===== src/hdl/dsss_pkg.sv =====
`timescale 1ns / 1ps

package dsss_pkg;

	localparam int DIGITS  = 6;
	localparam int IDX_W   = (DIGITS > 1) ? $clog2(DIGITS) : 1;
	localparam int VALUE_W = 22;
	localparam int CODE_W  = 8;
	localparam int CFG_W   = 16;

	localparam logic [7:0] GRID_FIRST = 8'(1 << (DIGITS - 1));
	localparam logic [7:0] GRID_BLANK = ~GRID_FIRST;

	// Reciprocal of ten: floor(x * DIV10_MULT / 2**DIV10_SHIFT) == x / 10
	// for every x below 2**VALUE_W.
	localparam int               DIV10_SHIFT = 26;
	localparam logic [22:0]      DIV10_MULT  = 23'd6710887;
	localparam int               PROD_W      = VALUE_W + 23;

	typedef enum logic {
		REQ_LOAD = 1'b0,
		REQ_TICK = 1'b1
	} req_t;

	typedef enum logic {
		REG_DWELL_TICKS  = 1'b0,
		REG_TOTAL_ROUNDS = 1'b1
	} cfg_reg_t;

	typedef struct packed {
		logic             scan;
		logic [IDX_W-1:0] idx;
	} scan_t;

	typedef struct packed {
		logic                          valid;
		logic                          is_load;
		scan_t                         view;
		logic [VALUE_W-1:0]            rest;
		logic [DIGITS-1:0][CODE_W-1:0] codes;
	} stage_t;

	localparam logic [CODE_W-1:0] SEG_TABLE [32] = '{
		8'hfc, 8'h60, 8'hda, 8'hf2, 8'h66, 8'hb6, 8'hbe, 8'he4,
		8'hfe, 8'hf6, 8'hfa, 8'h3e, 8'h1a, 8'h7a, 8'h9e, 8'h8e,
		8'h0c, 8'h3a, 8'h26, 8'h4a, 8'h70, 8'he0, 8'h0e, 8'h00,
		8'h00, 8'h00, 8'h00, 8'h00, 8'h00, 8'h00, 8'h00, 8'h00
	};

	function automatic logic [CODE_W-1:0] glyph(input logic [VALUE_W-1:0] d);
		logic [CODE_W-1:0] g;
		g = '0;
		if (d < VALUE_W'(32)) begin
			g = SEG_TABLE[d[4:0]];
		end
		return g;
	endfunction

endpackage


===== src/hdl/dsss_ctrl.sv =====
`timescale 1ns / 1ps

module dsss_ctrl
	import dsss_pkg::*;
(
	input  logic             clk,
	input  logic             arst_n,
	input  logic             cfg_write,
	input  logic             cfg_index,
	input  logic [CFG_W-1:0] cfg_data,
	input  logic             accept,
	input  logic             req_type,
	input  logic             value_nonzero,
	output scan_t            view
);

	logic [CFG_W-1:0] dwell_ticks_q;
	logic [CFG_W-1:0] total_rounds_q;
	logic [CFG_W-1:0] dwell_q;
	logic [CFG_W-1:0] round_q;
	logic [IDX_W-1:0] idx_q;
	logic             scan_q;

	logic [CFG_W-1:0] dwell_d;
	logic [CFG_W-1:0] round_d;
	logic [IDX_W-1:0] idx_d;
	logic             scan_d;
	logic [CFG_W:0]   dwell_inc;
	logic [CFG_W:0]   round_inc;

	always_comb begin
		dwell_inc = {1'b0, dwell_q} + 1'b1;
		round_inc = {1'b0, round_q} + 1'b1;
		dwell_d = dwell_q;
		round_d = round_q;
		idx_d = idx_q;
		scan_d = scan_q;
		if (req_type == REQ_LOAD) begin
			dwell_d = '0;
			round_d = '0;
			idx_d = '0;
			scan_d = value_nonzero;
		end else if (scan_q) begin
			if (dwell_inc >= {1'b0, dwell_ticks_q}) begin
				dwell_d = '0;
				if (idx_q == IDX_W'(DIGITS - 1)) begin
					idx_d = '0;
					if (round_inc >= {1'b0, total_rounds_q}) begin
						round_d = '0;
						scan_d = 1'b0;
					end else begin
						round_d = round_inc[CFG_W-1:0];
					end
				end else begin
					idx_d = idx_q + 1'b1;
				end
			end else begin
				dwell_d = dwell_inc[CFG_W-1:0];
			end
		end
		view.scan = scan_d;
		view.idx = idx_d;
	end

	always_ff @(posedge clk or negedge arst_n) begin
		if (!arst_n) begin
			dwell_ticks_q <= CFG_W'(1);
			total_rounds_q <= CFG_W'(867);
		end else if (cfg_write) begin
			case (cfg_index)
				REG_DWELL_TICKS:  dwell_ticks_q <= cfg_data;
				REG_TOTAL_ROUNDS: total_rounds_q <= cfg_data;
				default: ;
			endcase
		end
	end

	always_ff @(posedge clk or negedge arst_n) begin
		if (!arst_n) begin
			dwell_q <= '0;
			round_q <= '0;
			idx_q <= '0;
			scan_q <= 1'b0;
		end else if (accept) begin
			dwell_q <= dwell_d;
			round_q <= round_d;
			idx_q <= idx_d;
			scan_q <= scan_d;
		end
	end

endmodule


===== config.mk =====
export PLATFORM = sky130hd
export DESIGN_NAME = dsss_ctrl
export DESIGN_NICKNAME = d
export VERILOG_FILES = /design/src/hdl/dsss_pkg.sv /design/src/hdl/dsss_ctrl.sv
export SDC_FILE = /design/constraint.sdc
export NUM_CORES = 1
export LEC_CHECK = 0
export BUFFER_PORTS_ARGS = -buffer_cell sky130_fd_sc_hd__buf_2
export CORE_MARGIN = 2
export CORE_UTILIZATION = 60
export DETAILED_ROUTE_END_ITERATION = 7
export PLACE_DENSITY = 0.9
export SYNTH_ARGS = -nofsm -noshare
export SYNTH_HDL_FRONTEND = slang
export SYNTH_SLANG_ARGS = --single-unit

===== constraint.sdc =====
create_clock -name clk -period 10.65 [get_ports clk]
set_input_delay 0.5325 -clock clk [delete_from_list [all_inputs] [get_ports clk]]
set_output_delay 0.5325 -clock clk [all_outputs]
set_load 0.03 [all_outputs]

; ---- Word-level counts from Yosys, hierarchy flattened
; Cells that the tools add are included.
[word_totals]
register_bits = 68
in_bits = 23
output_inout_bits = 4
elab_cells = 37
[classes]
add_sub_neg = 3
order_cmp = 2
n_eq_ne = 4
mux = 17
bitwise_logic = 1
n_reduce_logical = 4
[ops]
columns = operator, n
row1 = 2-to-1 mux 16 bit, 8
row2 = adder 16 x 1 -> 17 bit (second input constant), 2
row3 = greater-or-equal comparator 17 x 16 -> 1 bit, 2
row4 = 2-to-1 mux 3 bit, 4
row5 = inequality test 2 x 1 -> 1 bit (second input constant), 3
row6 = AND reduction 2 bit, 3
row7 = 2-to-1 mux 1 bit, 5
row8 = AND reduction 4 bit, 1
row9 = adder 3 x 1 -> 3 bit (second input constant), 1
row10 = == test 3 bit (second input constant), 1
row11 = NOT 1 bit, 1

; ---- Logic depth before layout (Yosys ltp)
; Gate-level depths: netlist (run 1).
[depth]
depth_word = 7
ltp_mapped = 15
depth_no_buf = 14

; ---- Worst setup path before layout (run 1)
; Ideal clock, no wire load.
[synth_path]
path_kind = register to output
startpoint = reg dwell_q[0]
endpoint = out view[0] (netlist name)
t_arrival_ps = 3419
setup_slack_ps = 6699
path_stages_with_launch = 15
path_buffers = 0
cell_sequence = dfrtp_1 ha_1 nand3_2 or3_1 nor2_1 nand3_1 xnor2_1 ha_1 a21oi_1 nor2b_1 a311o_1 a211oi_4 nand2b_1 xnor2_1 nor2_1
[synth_lines]
columns = element, line
row1 = start: declaration, dsss_ctrl.sv:19  ; logic [CFG_W-1:0] dwell_q;
row2 = start signal: assignment, dsss_ctrl.sv:85  ; dwell_q <= dwell_d;
row3 = end: declaration, dsss_ctrl.sv:14  ; output scan_t view

==> impl_metrics.env, run 1 <==
export IMPL_dieArea_sq_um=7750
export IMPL_vias_per_cell=5.65
export IMPL_synthCells=475
export IMPL_dp_slack_ps=6490
export IMPL_core_area_sq_um=6830
export IMPL_outcome="finished, final reports clean"
export IMPL_ant_nets=0
export IMPL_tritoncts="built"
export IMPL_arrival_ps=4040
export IMPL_avgSynthCellArea_sq_um=8.92
export IMPL_clk_latency_ps=360
export IMPL_fillCellCount=526
export IMPL_clk_pin_slew_worst_paths_ps=80
export IMPL_finClkSkew_ps=10.0
export IMPL_p_leak_nw=2.13
export IMPL_track_usage=0.261
export IMPL_fp_row_count=30
export IMPL_end_kind="output pin"
export IMPL_rsz0062_at_grt="no"
export IMPL_clockBufferDepth=2
export IMPL_vias=3381
export IMPL_peakVddDrop_mv=0.0807
export IMPL_synth_main_ff_cell="dfrtp_1"
export IMPL_cts_buffers_inserted=9
export IMPL_io_pins=27
export IMPL_setup_viol=0
export IMPL_total_power_w=0.000653
export IMPL_syn_area_sq_um=4240
export IMPL_synth_cell_types=51
export IMPL_slew_headroom=0.345
export IMPL_placedCellCount=582
export IMPL_area_delta_synth_final_pct=8.80
export IMPL_critPathKind="reg -> out"
export IMPL_dp_hpwl_microns=6800
export IMPL_critPathLaunchType="flop"
export IMPL_fmax_mhz=219
export IMPL_synth_seq_cells=68
export IMPL_maxSlewViolCount=0
export IMPL_synth_edf_count=0
export IMPL_drive_above_1_share=0.151
export IMPL_yosysWarningCount=0
export IMPL_grt_pass1_wl_microns=15600
export IMPL_syn_nets=532
export IMPL_fp_dieH_microns=88.0
export IMPL_worstPathRequired_ps=10120
export IMPL_clkSinkCount=68
export IMPL_setup_tns_ps=0
export IMPL_timing_final_crit_share=0.429
export IMPL_initialDrtViolationCount=235
export IMPL_fin_nets=554
export IMPL_antenna_cells=0
export IMPL_seq_area_frac_synth=0.404
export IMPL_wl_microns=9020
export IMPL_worst_slew_pin_slew_ps=978
export IMPL_synth_xor_area_frac=0.0600
export IMPL_grt_max_degree=69
export IMPL_synth_compound_area_share=0.130
export IMPL_finalWorstSetupSlack_ps=6080
export IMPL_synth_adder_area_share=0.100
export IMPL_worstPathMaxFanout=7
export IMPL_cts_setup_buffers=0
export IMPL_synth_mux_area_frac=0.0629
export IMPL_htree_levels=3
export IMPL_wl_per_cell_microns=15.1
export IMPL_post_cts_resized=0
export IMPL_cts_hold_buf=0
export IMPL_synth_top_family_by_area="simple AND/OR/NAND/NOR gates"
export IMPL_async_flop_share=1.00
export IMPL_firstDrtPassIters=5
export IMPL_drc=0
export IMPL_synth_simple_area_share=0.188
export IMPL_finalNonFillerCells=598
export IMPL_grt_pass1_vias=3521
export IMPL_antenna_found_initial=0
export IMPL_finalCriticalPeriod_ps=4570
export IMPL_fp_dieW_microns=88.0
export IMPL_maxCapViolCount=0
export IMPL_hold_viol_final=0
export IMPL_io_buffers=26
export IMPL_min_path_type="in -> async"
export IMPL_start_util=0.620
export IMPL_p_per_area_nw_per_um2=142
export IMPL_overflow=0
export IMPL_place_congestion=0.970
export IMPL_cts_root_buf="clkbuf_8"
-- critical path, cell delays in order, from the launching register on --
cell      delay, ps
dfrtp_1         410
ha_1            250
nand3_2         160
or3_1           420
nor2_1          260
nand3_1         170
xnor2_1         160
ha_1            310
a21oi_1         150
nor2b_1          60
a311o_1         370
a211oi_4        330
o21ai_0         250
a21oi_1         170
buf_2           210
-- final cells by class --
type / count / area [sq um] / area share
multi-input combinational: 349 / 2300 / 0.498
sequential: 68 / 1710 / 0.371
inverter: 41 / 154 / 0.0334
timing repair buffer: 28 / 145 / 0.0315
clock buffer: 11 / 131 / 0.0285
tap: 96 / 120 / 0.0261
clock inverter: 5 / 52.6 / 0.0114
-- cells in the final DEF (no fill, tap or decap), types with 9 or more instances in the layout --
cell type / n
mux2_2: 17
a21oi_1: 16
o21ai_1: 9
nand2_1: 73
inv_1: 41
dfrtp_1: 61
nor2_1: 32
xnor2_1: 21
ha_1: 34
nand4_1: 10
nand3_1: 17
buf_2: 26
o21ai_0: 43
clkbuf_8: 9
-- per-layer routing --
metal,wire length (microns),global-route usage,up-vias
met2,4680,0.459,61
met3,275,0.0452,20
met5,0,0,-
met1,3770,0.309,1623
met4,290,0.124,0
li1,-,-,1677
-- registers in the layout, summed over array words and instances (netlist names) --
register / cells
round_q: 16
dwell_ticks_q: 16
dwell_q: 16
idx_q: 3
scan_q: 1
total_rounds_q: 16
-- through the flow --
stage / utilization / instance area [sq um] / hold WS, ps
after floorplan: - / 4240 / 237
after detailed placement: 0.648 / 4430 / 495
final: 0.675 / 4610 / 358
after CTS: 0.675 / 4610 / 392
after global placement: 0.648 / 4430 / 490
after global routing: 0.675 / 4610 / 426
-- power breakdown --
group	internal, W	switching (W)	leakage (nW)
sequential	0.000289	0.0000229	0.867
combinational	0.0000551	0.0000808	1.17
clock	0.000107	0.0000985	0.0931
-- final timing paths --
kind	cells past startpoint	end	slack [ps]	from
worst max register to register	12	round_q[2]$_DFFE_PN0P_	6830	round_q[0]$_DFFE_PN0P_
worst min register to register	1	total_rounds_q[7]$_DFFE_PN0P_	510	total_rounds_q[7]$_DFFE_PN0P_
min in group clk	3	dwell_ticks_q[4]$_DFFE_PN0P_	410	cfg_data[4]
max in group asynchronous	2	dwell_q[8]$_DFFE_PN0P_	9740	arst_n
worst min-delay path	2	round_q[7]$_DFFE_PN0P_	360	arst_n
worst max-delay path	14	view[3]	6080	dwell_q[0]$_DFFE_PN0P_
-- synth_stat cells (all sizes together) (7+ instances only) --
| master | n | area, sq um |
|---|---|---|
| xnor2 | 21 | 184 |
| o21ai | 53 | 269 |
| nor2 | 33 | 131 |
| a21oi | 16 | 80.1 |
| xor2 | 8 | 70.1 |
| mux2 | 18 | 206 |
| nand4 | 11 | 75.1 |
| nor3 | 9 | 56.3 |
| ha | 34 | 425 |
| dfstp | 7 | 184 |
| clkbuf | 9 | 33.8 |
| dfrtp | 61 | 1530 |
| nand2 | 74 | 280 |
| inv | 41 | 154 |
| nand3 | 18 | 95.1 |
| buf | 8 | 45.0 |
-- kinds of logic (layout without fill, tap and decap cells) --
logic type | Yosys count | count (layout)
and+or+nand+nor | 169 | 169
AOI/OAI and AO/OA | 93 | 93
DFF | 68 | 68
buffers and inverters | 58 | 85
adders and majority gates | 34 | 34
xor gates and xnor gates | 29 | 29
muxes | 24 | 24
Power figures use the tool's default switching activity.
==> inputs of run 2 (changes only) <==
--- a/config.mk
+++ b/config.mk
@@ -5,6 +5,7 @@
 export SDC_FILE = /design/constraint.sdc
 export NUM_CORES = 1
 export LEC_CHECK = 0
+export ABC_AREA = 1
 export BUFFER_PORTS_ARGS = -buffer_cell sky130_fd_sc_hd__buf_2
 export CORE_MARGIN = 2
 export CORE_UTILIZATION = 60
==> constraint.sdc (replaced) <==
create_clock -name clk -period 4.7 [get_ports clk]
set_input_delay 0.235 -clock clk [delete_from_list [all_inputs] [get_ports clk]]
set_output_delay 0.235 -clock clk [all_outputs]
set_load 0.03 [all_outputs]
==> run 2 against run 1 <==
Combinational power increased by 100%. Power up 130%. Core utilization fell by 0.95 points. Synthesized cell count is 23% higher. Critical endpoint is now view[2].
==> impl_metrics.env, run 2 <==
export IMPL_outcome="finished, final reports clean"
export IMPL_setup_viol=0
export IMPL_yosysWarningCount=0
export IMPL_synth_seq_cells=68
export IMPL_synth_cell_types=39
export IMPL_critPathMostFrequentCell="nand2_1"
export IMPL_grt_pass1_vias=3658
export IMPL_cts_buffers_inserted=9
export IMPL_path_cells="ha_1, nand2_2, nor2_4, nand2_4, nor2_1, nand2_1, xor2_1, inv_1, ha_1, nand2_1, nor2_1, nand2_1, o21ai_0, nand2_1, and2_1, nand2_2, nand2_1, nand2_1, nand2_1, nand2_1, nor2_1, buf_2"
export IMPL_maxCapViolCount=0
export IMPL_p_leak_nw=2.72
export IMPL_antenna_cells=0
export IMPL_dieArea_sq_um=8000
export IMPL_critPathLaunchType="flop"
export IMPL_reg2regPathDepth=19
export IMPL_maxSlewViolCount=0
export IMPL_seq_area_frac_synth=0.391
export IMPL_ant_nets=0
export IMPL_layout_commonest_cell="nand2_1"
export IMPL_core_area_sq_um=7180
export IMPL_synthCells=582
export IMPL_yosys_area_top_type="dfrtp_1"
export IMPL_arrival_ps=3510
export IMPL_tritoncts="built"
export IMPL_vias=3680
export IMPL_yosys_top_cells_area="dfrtp_1 35%, nand2_1 15%, ha_1 9.7%"
export IMPL_swShare=0.304
export IMPL_fmax_mhz=267
export IMPL_worstPathMaxFanout=4
export IMPL_power_frac_seq=0.462
export IMPL_regToRegStartpoint="dwell_q[0]$_DFFE_PN0P_"
export IMPL_clkPwrFrac=0.353
export IMPL_synth_edf_count=0
export IMPL_end_kind="output pin"
export IMPL_ff2ff_setup_slack_ps=1250
export IMPL_fp_dieH_microns=89.4
export IMPL_io_buffers=26
export IMPL_grt_max_degree=69
export IMPL_peakVddDrop_mv=0.160
export IMPL_overflow=0
export IMPL_grt_pass1_wl_microns=16100
export IMPL_timing_hold_ws_ps=66.3
export IMPL_hold_viol_final=0
export IMPL_post_cts_resized=0
export IMPL_cts_hold_buf=0
export IMPL_place_congestion=0.956
export IMPL_worstPathRequired_ps=4470
export IMPL_clkSinkCount=68
export IMPL_yosysTopAreaCellShare=0.349
export IMPL_internal_power_w=0.00104
export IMPL_timing_final_crit_share=0.796
export IMPL_vias_per_cell=5.18
export IMPL_fin_nets=664
export IMPL_area_delta_synth_final_pct=9.03
export IMPL_antenna_found_initial=0
export IMPL_rsz0062_at_grt="no"
export IMPL_wl_per_cell_microns=13.2
export IMPL_combPwrFrac=0.185
export IMPL_cts_setup_buffers=0
export IMPL_drc=0
export IMPL_synth_main_ff_cell="dfrtp_1"
export IMPL_finalCriticalPeriod_ps=3740
export IMPL_critPathKind="reg -> out"
export IMPL_setup_tns_ps=0
export IMPL_switchingPower_w=0.000454
export IMPL_syn_nets=639
export IMPL_ys_top_cells_by_count="171 x nand2_1, 113 x inv_1, 61 x dfrtp_1"
export IMPL_fp_row_count=31
export IMPL_track_usage=0.263
export IMPL_async_flop_share=1.00
export IMPL_start_util=0.610
export IMPL_initialDrtViolationCount=252
export IMPL_clk_pin_slew_worst_paths_ps=70
export IMPL_clockBufferDepth=2
export IMPL_p_per_area_nw_per_um2=313
export IMPL_firstDrtPassIters=5
export IMPL_clk_latency_ps=360
export IMPL_cts_root_buf="clkbuf_8"
export IMPL_drive_above_1_share=0.129
export IMPL_crit_slowest_cell="dfrtp_1"
export IMPL_finClkSkew_ps=9.98
export IMPL_fillCellCount=552
export IMPL_fp_dieW_microns=89.4
export IMPL_slew_headroom=0.440
export IMPL_worst_slew_pin_slew_ps=838
export IMPL_slowest_delay_ps=420
export IMPL_synthMostInstantiatedCell="nand2_1"
export IMPL_dp_hpwl_microns=6910
export IMPL_min_path_type="in -> async"
export IMPL_final_util=0.665
export IMPL_most_common_layout_cells="171 x nand2_1, 113 x inv_1, 61 x dfrtp_1"
export IMPL_wl_microns=9350
export IMPL_crit_reg2reg_capture="dwell_q[15]$_DFFE_PN0P_"
export IMPL_htree_levels=3
export IMPL_io_pins=27
export IMPL_syn_area_sq_um=4380
export IMPL_avgSynthCellArea_sq_um=7.52
## run 2: cell count changes in the layout (fill, tap and decap cells not counted), sizes merged, moves of 8 or more
cell,before,now
xor2,8,19
nand2,74,187
a21oi,16,8
xnor2,21,2
inv,41,113
mux2,18,0
## run 2: metrics by stage
stage	power, W	cells	instance area [sq um]	setup WS, ps
2_1_floorplan	0.000891	582	4380	1620
3_3_place_gp	0.000952	695	4560	1550
3_5_place_dp	0.000973	695	4560	1340
4_1_cts	0.00150	711	4770	1010
5_1_grt	0.00158	711	4770	540
6_report	0.00149	711	4770	959
## run 2: kinds of logic (layout without fill, tap and decap cells)
group / after synthesis / count (layout) / synth area share
simple gates: 261 / 261 / 0.267
fa+ha+maj: 34 / 34 / 0.0972
flops: 68 / 68 / 0.391
compound gates: 71 / 71 / 0.0872
xor+xnor: 21 / 21 / 0.0420
mux: 1 / 1 / 0.00229
buf+inv: 126 / 156 / 0.114
## run 2: worst max-delay path: cells and delay by family, from the launching register on
kind / cells / cell delay (ps)
fa+ha+maj: 2 / 520
simple gates: 16 / 1610
flops: 1 / 420
xor+xnor: 1 / 180
buf+inv: 2 / 240
compound gates: 1 / 170
## run 2: how the worst max path moves through the flow
stage	startpoint	end	slack [ps]	cells after the start
after global placement	dwell_q[0]$_DFFE_PN0P_	dwell_q[12]$_DFFE_PN0P_	1550	17
after global routing	dwell_q[0]$_DFFE_PN0P_	view[2]	540	22
after detailed placement	dwell_q[0]$_DFFE_PN0P_	dwell_q[10]$_DFFE_PN0P_	1340	19
final	dwell_q[0]$_DFFE_PN0P_	view[2]	960	22
after CTS	dwell_q[0]$_DFFE_PN0P_	view[2]	1010	22
after floorplan	dwell_q[0]$_DFFE_PN0P_	view[2]	1620	20
## run 2: layer usage
metal,global-route usage,routed length (microns)
met1,0.324,4030
met5,0,0
met2,0.436,4660
met3,0.0462,384
met4,0.152,284
## run 2: power groups by stage
stage | Combinational, W | Clock [W] | Sequential (W)
3_5_place_dp | 0.000275 | 0 | 0.000698
4_1_cts | 0.000279 | 0.000535 | 0.000688
6_report | 0.000277 | 0.000528 | 0.000690
3_3_place_gp | 0.000257 | 0 | 0.000696
5_1_grt | 0.000324 | 0.000561 | 0.000697
2_1_floorplan | 0.000206 | 0 | 0.000685
## run 2: cell type report
cell class,instances,area (sq um),area share
multi-input combinational,388,2170,0.454
sequential,68,1710,0.358
inverter,113,424,0.0889
timing repair buffer,27,138,0.0288
clock buffer,11,131,0.0275
tap,99,124,0.0260
clock inverter,5,77.6,0.0163
==> inputs of run 3 (changes only) <==
--- a/config.mk
+++ b/config.mk
@@ -8,9 +8,9 @@
 export ABC_AREA = 1
 export BUFFER_PORTS_ARGS = -buffer_cell sky130_fd_sc_hd__buf_2
 export CORE_MARGIN = 2
-export CORE_UTILIZATION = 60
+export CORE_UTILIZATION = 55
 export DETAILED_ROUTE_END_ITERATION = 7
-export PLACE_DENSITY = 0.9
+export PLACE_DENSITY = 0.87
 export SYNTH_ARGS = -nofsm -noshare
 export SYNTH_HDL_FRONTEND = slang
 export SYNTH_SLANG_ARGS = --single-unit
==> constraint.sdc (replaced) <==
create_clock -name clk -period 3.1 [get_ports clk]
set_input_delay 0.155 -clock clk [delete_from_list [all_inputs] [get_ports clk]]
set_output_delay 0.155 -clock clk [all_outputs]
set_load 0.03 [all_outputs]
==> run 3 against run 2 <==
The run now ends with negative setup slack left. Wire length up 26%. Clock skew hardly changed. Cell area rose by 9.8%. Non-clock buffer count up 27. Count of clock-buffer cells in the layout decreased by 1. Global-route usage down 0.55 points. Final cell count increased by 4.4%. Core utilization up 1.3 points.
==> impl_metrics.env, run 3 (synthesis results as in run 2) <==
export IMPL_track_usage=0.258
export IMPL_fmax_mhz=294
export IMPL_wl_microns=11800
export IMPL_cts_root_buf="clkbuf_8"
export IMPL_antenna_cells=0
export IMPL_drive_above_1_share=0.230
export IMPL_setup_tns_ps=-952
export IMPL_fp_dieW_microns=93.2
export IMPL_htree_levels=3
export IMPL_io_buffers=26
export IMPL_timing_final_crit_share=1.10
export IMPL_place_area_sq_um=4610
export IMPL_area_delta_synth_final_pct=19.7
export IMPL_rsz0062_at_grt="yes"
export IMPL_p_per_area_nw_per_um2=457
export IMPL_worstPathMaxFanout=4
export IMPL_grt_pass1_wl_microns=17500
export IMPL_clkSinkCount=68
export IMPL_grt_pass1_vias=3817
export IMPL_worstPathRequired_ps=2940
export IMPL_dp_hpwl_microns=7210
export IMPL_finalCriticalPeriod_ps=3410
export IMPL_fp_dieH_microns=93.2
export IMPL_place_congestion=0.918
export IMPL_clk_latency_ps=360
export IMPL_drc=0
export IMPL_finClkSkew_ps=9.50
export IMPL_peakVddDrop_mv=0.402
export IMPL_end_kind="output pin"
export IMPL_start_util=0.567
export IMPL_initialDrtViolationCount=305
export IMPL_grt_max_degree=33
export IMPL_outcome="finished with violations"
export IMPL_vias_per_cell=5.52
export IMPL_failed_checks="negative setup slack"
export IMPL_fin_nets=692
export IMPL_clockBufferDepth=2
export IMPL_worst_slew_pin_slew_ps=863
export IMPL_critPathLaunchType="flop"
export IMPL_hold_viol_final=0
export IMPL_ant_nets=0
export IMPL_overflow=0
export IMPL_critPathKind="reg -> out"
export IMPL_io_pins=27
export IMPL_min_path_type="in -> reg"
export IMPL_antenna_found_initial=0
export IMPL_p_leak_nw=2.89
export IMPL_layout_commonest_cell="nand2_1"
export IMPL_core_area_sq_um=7730
export IMPL_dieArea_sq_um=8690
export IMPL_dp_slack_ps=23.3
export IMPL_finalWorstSetupSlack_ps=-307
export IMPL_clk_pin_slew_worst_paths_ps=80
export IMPL_fp_row_count=32
export IMPL_maxSlewViolCount=0
export IMPL_setup_viol=4
export IMPL_fillCellCount=536
export IMPL_stdcell_area_sq_um=5240
export IMPL_slew_headroom=0.423
export IMPL_wl_per_cell_microns=15.9
export IMPL_firstDrtPassIters=5
export IMPL_cts_buffers_inserted=9
export IMPL_maxCapViolCount=0
export IMPL_tritoncts="built"
export IMPL_vias=4099
export IMPL_arrival_ps=3250
export IMPL_most_common_layout_cells="160 x nand2_1, 112 x inv_1, 61 x dfrtp_1"
run 3: changes by cell type in the layout (fill, tap and decap cells not counted), moves of 5 or more:
cell     change
nor2_1       -9
buf_4       +25
buf_6        +5
nor2_4       +7
nand2_1     -11
nand2_2      +8
run 3: metrics by stage:
step / std cells / power [W] / utilization / hold WS, ps
2_1_floorplan: 582 / 0.00135 / - / -141
3_3_place_gp: 703 / 0.00147 / 0.596 / 175
3_5_place_dp: 703 / 0.00150 / 0.596 / 182
4_1_cts: 732 / 0.00233 / 0.651 / 47.0
5_1_grt: 742 / 0.00249 / 0.678 / 57.5
6_report: 742 / 0.00239 / 0.678 / 50.3
run 3: cell type report:
cell class / count / area (sq um) / share of cell area
well taps: 102 / 128 / 0.0243
clock buffers: 10 / 128 / 0.0243
flip-flops and latches: 68 / 1710 / 0.326
inverters: 113 / 424 / 0.0809
clock inverters: 6 / 88.8 / 0.0169
multi-input cells: 389 / 2390 / 0.456
repair buffers: 54 / 372 / 0.0709
run 3: final timing paths:
| kind | endpoint | cells past startpoint | slack (ps) | from |
|---|---|---|---|---|
| max in group asynchronous | dwell_ticks_q[0]$_DFFE_PN1P_ | 3 | 1930 | arst_n |
| min reg2reg | dwell_ticks_q[10]$_DFFE_PN0P_ | 2 | 490 | dwell_ticks_q[10]$_DFFE_PN0P_ |
| max | view[2] | 20 | -310 | dwell_q[0]$_DFFE_PN0P_ |
| min in group asynchronous | total_rounds_q[7]$_DFFE_PN0P_ | 2 | 350 | arst_n |
| max reg2reg | round_q[3]$_DFFE_PN0P_ | 19 | 20 | dwell_q[0]$_DFFE_PN0P_ |
| min | total_rounds_q[0]$_DFFE_PN1P_ | 3 | 50 | cfg_data[0] |
run 3: power by group:
| group | switching, W | internal, W | leakage (nW) |
|---|---|---|---|
| Sequential | 0.0000593 | 0.000977 | 0.879 |
| Clock | 0.000372 | 0.000453 | 0.102 |
| Combinational | 0.000336 | 0.000198 | 1.91 |
run 3: layer usage:
layer | GRT usage | part of all wire
met1 | 0.307 | 0.38
met4 | 0.132 | 0.043
met2 | 0.444 | 0.51
met5 | 0 | 0
met3 | 0.0483 | 0.064
run 3: repair_timing:
| item | CTS | global route |
|---|---|---|
| setup endpoints to repair | 4 | 33 |
| gates resized for setup | 30 | 32 |
| endpoints found under the hold margin | 20 | 0 |
| hold buffers | 1 | 0 |
| pin swaps | 15 | 14 |
| setup buffers | 12 | 9 |
| gates cloned | 0 | 1 |
run 3: worst max-delay path, cell delays in order (launching register included):
cell,delay [ps]
dfrtp_1,370
ha_2,210
nand2_2,70
nor2_4,150
nand2_4,90
nor2_4,170
nand2_2,90
xor2_2,180
inv_1,100
ha_4,290
nand2_1,60
nor2_2,150
buf_4,140
nand2_2,80
and2_4,160
nand2_4,70
nand3_1,80
nand2_1,90
nand2_1,50
nor2_1,100
buf_4,170
